**src/hdl/framed_servo_pulse_generator_macros.svh**
```systemverilog
// assertion macros for the framed servo pulse generator
`ifndef FRAMED_SERVO_PULSE_GENERATOR_MACROS_SVH
`define FRAMED_SERVO_PULSE_GENERATOR_MACROS_SVH

`ifndef SYNTHESIS
`define FSPG_ASSERT(lbl, prop) \
	lbl: assert property (@(posedge clk) disable iff (!arst_n) prop) \
		else $error("fspg assertion failed");
`define FSPG_ASSERT_NEVER(lbl, cond) \
	lbl: assert property (@(posedge clk) disable iff (!arst_n) !(cond)) \
		else $error("fspg forbidden condition");
`else
`define FSPG_ASSERT(lbl, prop)
`define FSPG_ASSERT_NEVER(lbl, cond)
`endif

`endif

```
**src/hdl/fspg_pkg.sv**
```systemverilog
// package: constants, codes, types and the position clamp function of the framed servo pulse generator
package fspg_pkg;

	localparam int FRAME_LEN     = 32;
	localparam int HIGH_PRESCALE = 8;
	localparam int LOW_PRESCALE  = 64;

	localparam int FRAME_W   = $clog2(FRAME_LEN);
	localparam int PRESC_MAX = (HIGH_PRESCALE > LOW_PRESCALE) ? HIGH_PRESCALE : LOW_PRESCALE;
	localparam int PRESC_W   = (PRESC_MAX > 2) ? $clog2(PRESC_MAX) : 1;

	localparam int DATA_W = 32;
	localparam int ADDR_W = 5;

	typedef logic [FRAME_W-1:0] frame_idx_t;
	typedef logic [FRAME_W:0]   frame_cnt_t;
	typedef logic [PRESC_W-1:0] presc_t;
	typedef logic [PRESC_W:0]   pdiv_t;
	typedef logic [15:0]        word_t;
	typedef logic [7:0]         byte_t;
	typedef logic [1:0]         psel_code_t;
	typedef logic [2:0]         reg_idx_t;

	localparam logic OP_BYTE = 1'b0;
	localparam logic OP_TICK = 1'b1;

	localparam psel_code_t PSEL_DIV1 = 2'd0;
	localparam psel_code_t PSEL_HIGH = 2'd1;
	localparam psel_code_t PSEL_LOW  = 2'd2;

	localparam reg_idx_t REG_SERVO_MIN    = 3'd0;
	localparam reg_idx_t REG_SERVO_MAX    = 3'd1;
	localparam reg_idx_t REG_OFF_VALUE    = 3'd2;
	localparam reg_idx_t REG_TIMER_PERIOD = 3'd3;
	localparam reg_idx_t REG_SYNC_BYTE    = 3'd4;

	localparam word_t RST_SERVO_MIN    = 16'd3036;
	localparam word_t RST_SERVO_MAX    = 16'd3848;
	localparam word_t RST_OFF_VALUE    = 16'd3000;
	localparam word_t RST_TIMER_PERIOD = 16'h0FFF;
	localparam byte_t RST_SYNC_BYTE    = 8'd115;

	localparam frame_cnt_t FRAME_END = frame_cnt_t'(FRAME_LEN);
	localparam pdiv_t DIV_HIGH = pdiv_t'(HIGH_PRESCALE);
	localparam pdiv_t DIV_LOW  = pdiv_t'(LOW_PRESCALE);
	localparam pdiv_t DIV_ONE  = pdiv_t'(1);

	function automatic word_t clamp_position(word_t raw, word_t lo, word_t hi);
		logic signed [16:0] v;
		logic signed [16:0] lo_s;
		logic signed [16:0] hi_s;
		v    = signed'({raw[15], raw});
		lo_s = signed'({1'b0, lo});
		hi_s = signed'({1'b0, hi});
		if (v > hi_s) begin
			return hi;
		end else if (v < lo_s) begin
			return lo;
		end
		return raw;
	endfunction

endpackage

```
**src/hdl/framed_servo_pulse_generator.sv**
```systemverilog
// top level: serial-frame position capture and prescaled servo pulse timer
// output: the result of a transaction is registered at its accepting edge
// throughput: one input transaction per cycle; the single state update path sets this
// input is taken whenever the output register is empty or being drained in the same cycle
// reset: asynchronous, active low; registers except output data return to defaults
`include "framed_servo_pulse_generator_macros.svh"
module framed_servo_pulse_generator (
	input  logic                  clk,
	input  logic                  arst_n,
	input  logic                  psel,
	input  logic                  penable,
	input  logic                  pwrite,
	input  logic [fspg_pkg::ADDR_W-1:0] paddr,
	input  logic [fspg_pkg::DATA_W-1:0] pwdata,
	output logic [fspg_pkg::DATA_W-1:0] prdata,
	output logic                  pready,
	input  logic                  in_valid,
	output logic                  in_ready,
	input  logic                  opcode,
	input  logic [7:0]            rx_byte,
	output logic                  out_valid,
	input  logic                  out_ready,
	output logic                  pulse_level,
	output logic [15:0]           position_value,
	output logic                  frame_complete
);
	import fspg_pkg::*;

	word_t servo_min_q, servo_max_q, off_value_q, timer_period_q;
	byte_t sync_byte_q;

	frame_idx_t frame_idx_q;
	byte_t      pos_high_q, pos_low_q;
	logic       line_q;
	word_t      timer_q;
	presc_t     presc_q;
	psel_code_t psel_q;

	logic       out_valid_q;
	logic       pulse_q;
	word_t      position_q;
	logic       done_q;

	reg_idx_t   reg_idx;
	logic       cfg_wr;
	logic       accept;

	frame_idx_t frame_idx_d;
	byte_t      pos_high_d, pos_low_d;
	logic       line_d;
	word_t      timer_d;
	presc_t     presc_d;
	psel_code_t psel_d;
	logic       done_d;
	word_t      clamped;
	frame_cnt_t frame_next;
	pdiv_t      presc_next;
	pdiv_t      divisor;

	assign pready  = 1'b1;
	assign reg_idx = paddr[ADDR_W-1:2];
	assign cfg_wr  = psel && penable && pwrite && pready;

	always_comb begin
		prdata = '0;
		unique case (reg_idx)
			REG_SERVO_MIN:    prdata = DATA_W'(servo_min_q);
			REG_SERVO_MAX:    prdata = DATA_W'(servo_max_q);
			REG_OFF_VALUE:    prdata = DATA_W'(off_value_q);
			REG_TIMER_PERIOD: prdata = DATA_W'(timer_period_q);
			REG_SYNC_BYTE:    prdata = DATA_W'(sync_byte_q);
			default:          prdata = '0;
		endcase
	end

	always_ff @(posedge clk or negedge arst_n) begin
		if (!arst_n) begin
			servo_min_q    <= RST_SERVO_MIN;
			servo_max_q    <= RST_SERVO_MAX;
			off_value_q    <= RST_OFF_VALUE;
			timer_period_q <= RST_TIMER_PERIOD;
			sync_byte_q    <= RST_SYNC_BYTE;
		end else if (cfg_wr) begin
			unique case (reg_idx)
				REG_SERVO_MIN:    servo_min_q    <= pwdata[15:0];
				REG_SERVO_MAX:    servo_max_q    <= pwdata[15:0];
				REG_OFF_VALUE:    off_value_q    <= pwdata[15:0];
				REG_TIMER_PERIOD: timer_period_q <= pwdata[15:0];
				REG_SYNC_BYTE:    sync_byte_q    <= pwdata[7:0];
				default: ;
			endcase
		end
	end

	assign in_ready  = !out_valid_q || out_ready;
	assign accept    = in_valid && in_ready;

	always_comb begin
		unique case (psel_q)
			PSEL_HIGH: divisor = DIV_HIGH;
			PSEL_LOW:  divisor = DIV_LOW;
			default:   divisor = DIV_ONE;
		endcase
	end

	always_comb begin
		frame_idx_d = frame_idx_q;
		pos_high_d  = pos_high_q;
		pos_low_d   = pos_low_q;
		line_d      = line_q;
		timer_d     = timer_q;
		presc_d     = presc_q;
		psel_d      = psel_q;
		done_d      = 1'b0;
		frame_next  = {1'b0, frame_idx_q} + frame_cnt_t'(1);
		presc_next  = {1'b0, presc_q} + pdiv_t'(1);
		if (opcode == OP_BYTE) begin
			if (frame_idx_q == '0) begin
				if (rx_byte == sync_byte_q) begin
					frame_idx_d = frame_idx_t'(1);
				end
			end else begin
				if (frame_idx_q == frame_idx_t'(1)) begin
					pos_high_d = rx_byte;
				end else if (frame_idx_q == frame_idx_t'(2)) begin
					pos_low_d = rx_byte;
				end
				if (frame_next >= FRAME_END) begin
					frame_idx_d = '0;
					done_d      = 1'b1;
				end else begin
					frame_idx_d = frame_next[FRAME_W-1:0];
				end
			end
		end
		clamped = clamp_position({pos_high_d, pos_low_d}, servo_min_q, servo_max_q);
		if (opcode == OP_TICK) begin
			if (presc_next >= divisor) begin
				presc_d = '0;
				if (timer_q == timer_period_q) begin
					if (!line_q) begin
						line_d  = 1'b1;
						psel_d  = PSEL_HIGH;
						timer_d = clamped;
					end else begin
						line_d  = 1'b0;
						psel_d  = PSEL_LOW;
						timer_d = off_value_q;
					end
				end else begin
					timer_d = timer_q + 16'd1;
				end
			end else begin
				presc_d = presc_next[PRESC_W-1:0];
			end
		end
	end

	always_ff @(posedge clk or negedge arst_n) begin
		if (!arst_n) begin
			frame_idx_q <= '0;
			pos_high_q  <= '0;
			pos_low_q   <= '0;
			line_q      <= 1'b0;
			timer_q     <= '0;
			presc_q     <= '0;
			psel_q      <= PSEL_DIV1;
		end else if (accept) begin
			frame_idx_q <= frame_idx_d;
			pos_high_q  <= pos_high_d;
			pos_low_q   <= pos_low_d;
			line_q      <= line_d;
			timer_q     <= timer_d;
			presc_q     <= presc_d;
			psel_q      <= psel_d;
		end
	end

	always_ff @(posedge clk or negedge arst_n) begin
		if (!arst_n) begin
			out_valid_q <= 1'b0;
		end else if (accept) begin
			out_valid_q <= 1'b1;
		end else if (out_ready) begin
			out_valid_q <= 1'b0;
		end
	end

	always_ff @(posedge clk) begin
		if (accept) begin
			pulse_q    <= line_d;
			position_q <= clamped;
			done_q     <= done_d;
		end
	end

	assign out_valid      = out_valid_q;
	assign pulse_level    = pulse_q;
	assign position_value = position_q;
	assign frame_complete = done_q;

	`FSPG_ASSERT(a_tick_no_frame_done, (accept && opcode == OP_TICK) |=> !frame_complete)
	`FSPG_ASSERT(a_empty_takes_input, !out_valid_q |-> in_ready)
	`FSPG_ASSERT(a_level_tracks_line, out_valid_q |-> (pulse_level == line_q))
	`FSPG_ASSERT_NEVER(a_presc_in_range, {1'b0, presc_q} >= divisor)
	`FSPG_ASSERT_NEVER(a_frame_in_range, {1'b0, frame_idx_q} >= FRAME_END)

endmodule

```
**config.mk**
```make
export PLATFORM = sky130hd
export DESIGN_NAME = framed_servo_pulse_generator
export DESIGN_NICKNAME = d
export VERILOG_FILES = /design/src/hdl/fspg_pkg.sv /design/src/hdl/framed_servo_pulse_generator.sv
export VERILOG_INCLUDE_DIRS = /design/src /design/src/hdl
export SDC_FILE = /design/constraint.sdc
export NUM_CORES = 1
export LEC_CHECK = 0
export ABC_AREA = 1
export BUFFER_PORTS_ARGS = -buffer_cell sky130_fd_sc_hd__buf_2
export CAP_MARGIN = 20
export CORE_ASPECT_RATIO = 1.75
export CORE_MARGIN = 2
export CORE_UTILIZATION = 55
export CTS_BUF_LIST = sky130_fd_sc_hd__clkbuf_2 sky130_fd_sc_hd__clkbuf_4 sky130_fd_sc_hd__clkbuf_8
export CTS_CLUSTER_DIAMETER = 30
export DETAILED_ROUTE_END_ITERATION = 10
export PLACE_DENSITY_LB_ADDON = 0.1
export SETUP_SLACK_MARGIN = 0.2
export SYNTH_ARGS = -nofsm -noshare
export SYNTH_HDL_FRONTEND = slang
export SYNTH_SLANG_ARGS = --single-unit
```
**constraint.sdc**
```tcl
create_clock -name clk -period 2.9 [get_ports clk]
set_input_delay 0.29 -clock clk [delete_from_list [all_inputs] [get_ports clk]]
set_output_delay 0.29 -clock clk [all_outputs]
set_load 0.05 [all_outputs]
```
==> flow_summary.yaml <==
sta:
  final_max_slew_viol_count: 0
  finalCriticalPeriod_ns: 3.442
  period_share_pct: 118.7
  slew_headroom_pct: 30.68
  tightest_slew_ns: 1.037
  fin_ws_ns: -0.5425
  hold_violations: 0
  setup_viol_count_final: 33
  skew_ns: 0.01864
  maxClockFrequency_mhz: 290.5
  rsz0062_at_grt: "true"
synth:
  synth_top_area_cell: "dfrtp_1"
  synth_common_cells: "nand2_1, inv_1, o21ai_0"
  ys_seq_area_share_pct: 42.13
  synth.top_cell.area_share_pct: 24.25
  ys_warn_count: 0
  synth_area_leaders: "dfrtp_1, nand2_1, dfstp_2"
  async_flop_share_pct: 86.86
  synth_cells: 1105
  synth.most_common_cell: "nand2_1"
  ys_seq_elements: 137
  yosys.cell_types.count: 48
  synth_flop_cell: "dfrtp_1"
  syn_area_per_cell_um2: 7.658
  synth_edf_count: 18
  netlist_area_um2: 8462
min_path:
  hp-class: "input port to flop"
  hold_depth: 3
route:
  vias: 8485
  routed_wl_mm: 29.47
  via_per_inst: 5.753
  ant_nets: 0
  drtIter0Drc: 738
  drtPass1Iterations: 8
  detail_route.drc_violations: 0
  wire_per_inst_um: 19.98
setup_path:
  end_kind: "flop"
  path_class: "flop to flop"
  reg2reg_depth: 26
  cp-start-kind: "flop"
  crit_fanout: 8
  worst_ep_arrival_time_ns: 3.80
  cp.required_ns: 3.26
final_layout:
  stdcell_area_um2: 11180
  antenna_cells: 0
  layout-drive-gt1-share_pct: 34.76
  final_nets: 1371
  nFillCells: 1151
  syn2layout_area_growth_pct: 32.09
outcome:
  violations: "negative setup slack"
  outcome: "complete, but fails checks"
global_route:
  grt_max_degree: 55
  grt_pass1_wl_mm: 44.21
  grt_use_total_pct: 35.02
  antenna_found_initial: 0
  grt_pass1_vias: 8247
  grt.overflow.total: 0
placement:
  dpl-instance-area_um2: 9409
  hpwlAfterDp_mm: 20.20
  gp_congestion: 0.9658
  io_buffer_count: 70
cts:
  clk_pin_slew_ns: 0.10
  clockBufferDepth: 2
  clk-insertion-delay-late_ns: 0.47
  cts_buffers: 17
  cts_max_level: 4
  root_buffer: "clkbuf_8"
  cts_tree: "yes"
  cts_num_sinks: 137
floorplan:
  die-width_um: 97.77
  io_pins: 106
  core_um2: 15240
  dieArea_um2: 16430
  die_y_um: 168.1
  rows: 60
  start_util_pct: 55.53
job:
  drv_cap: 0
power_and_ir_drop:
  p_leak_nw: 5.406
  power.density_nw_per_um2: 1130
  ir_worst_vdd_mv: 0.6405
  finalPower_w: 0.01263
per-layer routing:
layer	wire length [um]	up-vias	GRT usage (%)	part of all wire, %
met5	0	-	0	0
met4	2831	0	26.57	9.6
met3	1609	151	4.068	5.5
met2	14790	428	60.78	50
met1	10230	3986	38.85	35
li1	-	3920	-	-
per-stage QoR:
step / TNS, ns / hold slack, ns / util, % / worst slack, ns / cells
2_1_floorplan: 0 / -0.005591 / - / 0.05505 / 1120
3_3_place_gp: -12.11 / 0.3054 / 61.74 / -0.4815 / 1390
3_5_place_dp: -12.21 / 0.3137 / 61.74 / -0.4688 / 1390
4_1_cts: -7.360 / 0.08829 / 69.89 / -0.2880 / 1460
5_1_grt: -18.26 / 0.1177 / 73.34 / -0.6567 / 1475
6_report: -15.01 / 0.09144 / 73.34 / -0.5425 / 1475
what timing repair did:
action                     4_1_cts  5_1_grt
buffers inserted                32       14
cloned                           5        1
pin swaps                       45       60
setup endpoints to repair       32       33
gates resized for setup        118       90
hold buffers                     1        0
hold endpoints to repair        34        0
registers in the layout, summed over array words and instances, names as in the netlist, 16 cells and up:
signal,cells
position_value,16
servo_max_q,16
timer_period_q,16
off_value_q,16
timer_q,16
servo_min_q,16
kinds of logic (layout without fill, tap and decap cells):
| family | Yosys count | in the layout | share of synthesized area (%) |
|---|---|---|---|
| XOR/XNOR | 30 | 30 | 3.105 |
| other | 2 | 17 | 0.08875 |
| buffers and inverters | 188 | 354 | 9.522 |
| AND/OR/NAND/NOR | 512 | 515 | 26.14 |
| AO/OA/AOI/OAI | 194 | 194 | 12.81 |
| flip-flops | 137 | 137 | 42.13 |
| adder cells (fa/ha/maj) | 42 | 42 | 6.210 |
cell type report:
type	instances	area, um^2	share of cell area [%]
Multi-Input combinational cell	798	5016	44.88
Inverter	130	493.0	4.411
Clock inverter	15	176.4	1.578
Tap cell	186	232.7	2.082
Sequential cell	137	3566	31.90
Timing Repair Buffer	192	1459	13.05
Clock buffer	17	234.0	2.093
final timing paths:
path                                     start  slack, ns           endpoint
worst min register to register   pos_high_q[4]       0.49      pos_high_q[4]
worst min-delay path                 pwdata[8]       0.09     servo_max_q[8]
worst max register to register  frame_idx_q[0]      -0.54         timer_q[6]
worst max-delay path            frame_idx_q[0]      -0.54         timer_q[6]
min in group asynchronous               arst_n       0.33       pos_low_q[5]
max in group asynchronous               arst_n       1.75  timer_period_q[9]
where the power goes:
group          total, W  leakage (nW)  internal [W]  switching, W
clock network   0.00165         0.207      0.000730      0.000923
logic           0.00775          3.61       0.00320       0.00454
registers       0.00323          1.59       0.00262      0.000611
total            0.0126          5.41       0.00655       0.00608
worst max-delay path, cell delays in order (launching register included):
cell and delay [ns]:
dfrtp_2 0.44, inv_4 0.07, ha_4 0.18, inv_4 0.07, nand3_4 0.08, nor2_4 0.21
buf_12 0.17, nand2_4 0.05, o21ai_4 0.06, inv_2 0.08, ha_4 0.29, nand2_4 0.06
o21ai_2 0.15, nand2_1 0.14, nand2_1 0.10, nand2_1 0.06, nand2_1 0.09, nand2_2 0.07
nand2_4 0.15, nand2_8 0.12, buf_6 0.14, nand2_1 0.06, nand2_2 0.11, nand2_2 0.12
nand3_2 0.12, nand2_2 0.11, a21oi_2 0.05
cells in the final DEF (no fill, tap or decap), types with 4 or more instances in the layout:
master	instances
buf_2	69
inv_2	20
nand4_1	34
nand3_2	13
nor3_2	5
nand2_4	18
buf_6	22
nor2_2	4
dfstp_2	37
ha_4	20
buf_4	91
xnor2_1	13
buf_8	4
o21ai_2	10
a221o_1	4
xor2_1	17
ha_1	22
conb_1	17
nor2_1	75
nand3_1	36
or2_2	5
nand3_4	9
nor3_1	7
nand2_2	48
inv_8	5
o21ai_4	7
clkbuf_8	17
edfxtp_1	18
nand2_1	251
dfrtp_1	81
inv_1	107
a21oi_2	15
o21ai_0	103
a21oi_1	36
Note: power is estimated with default switching activity, not from simulation.
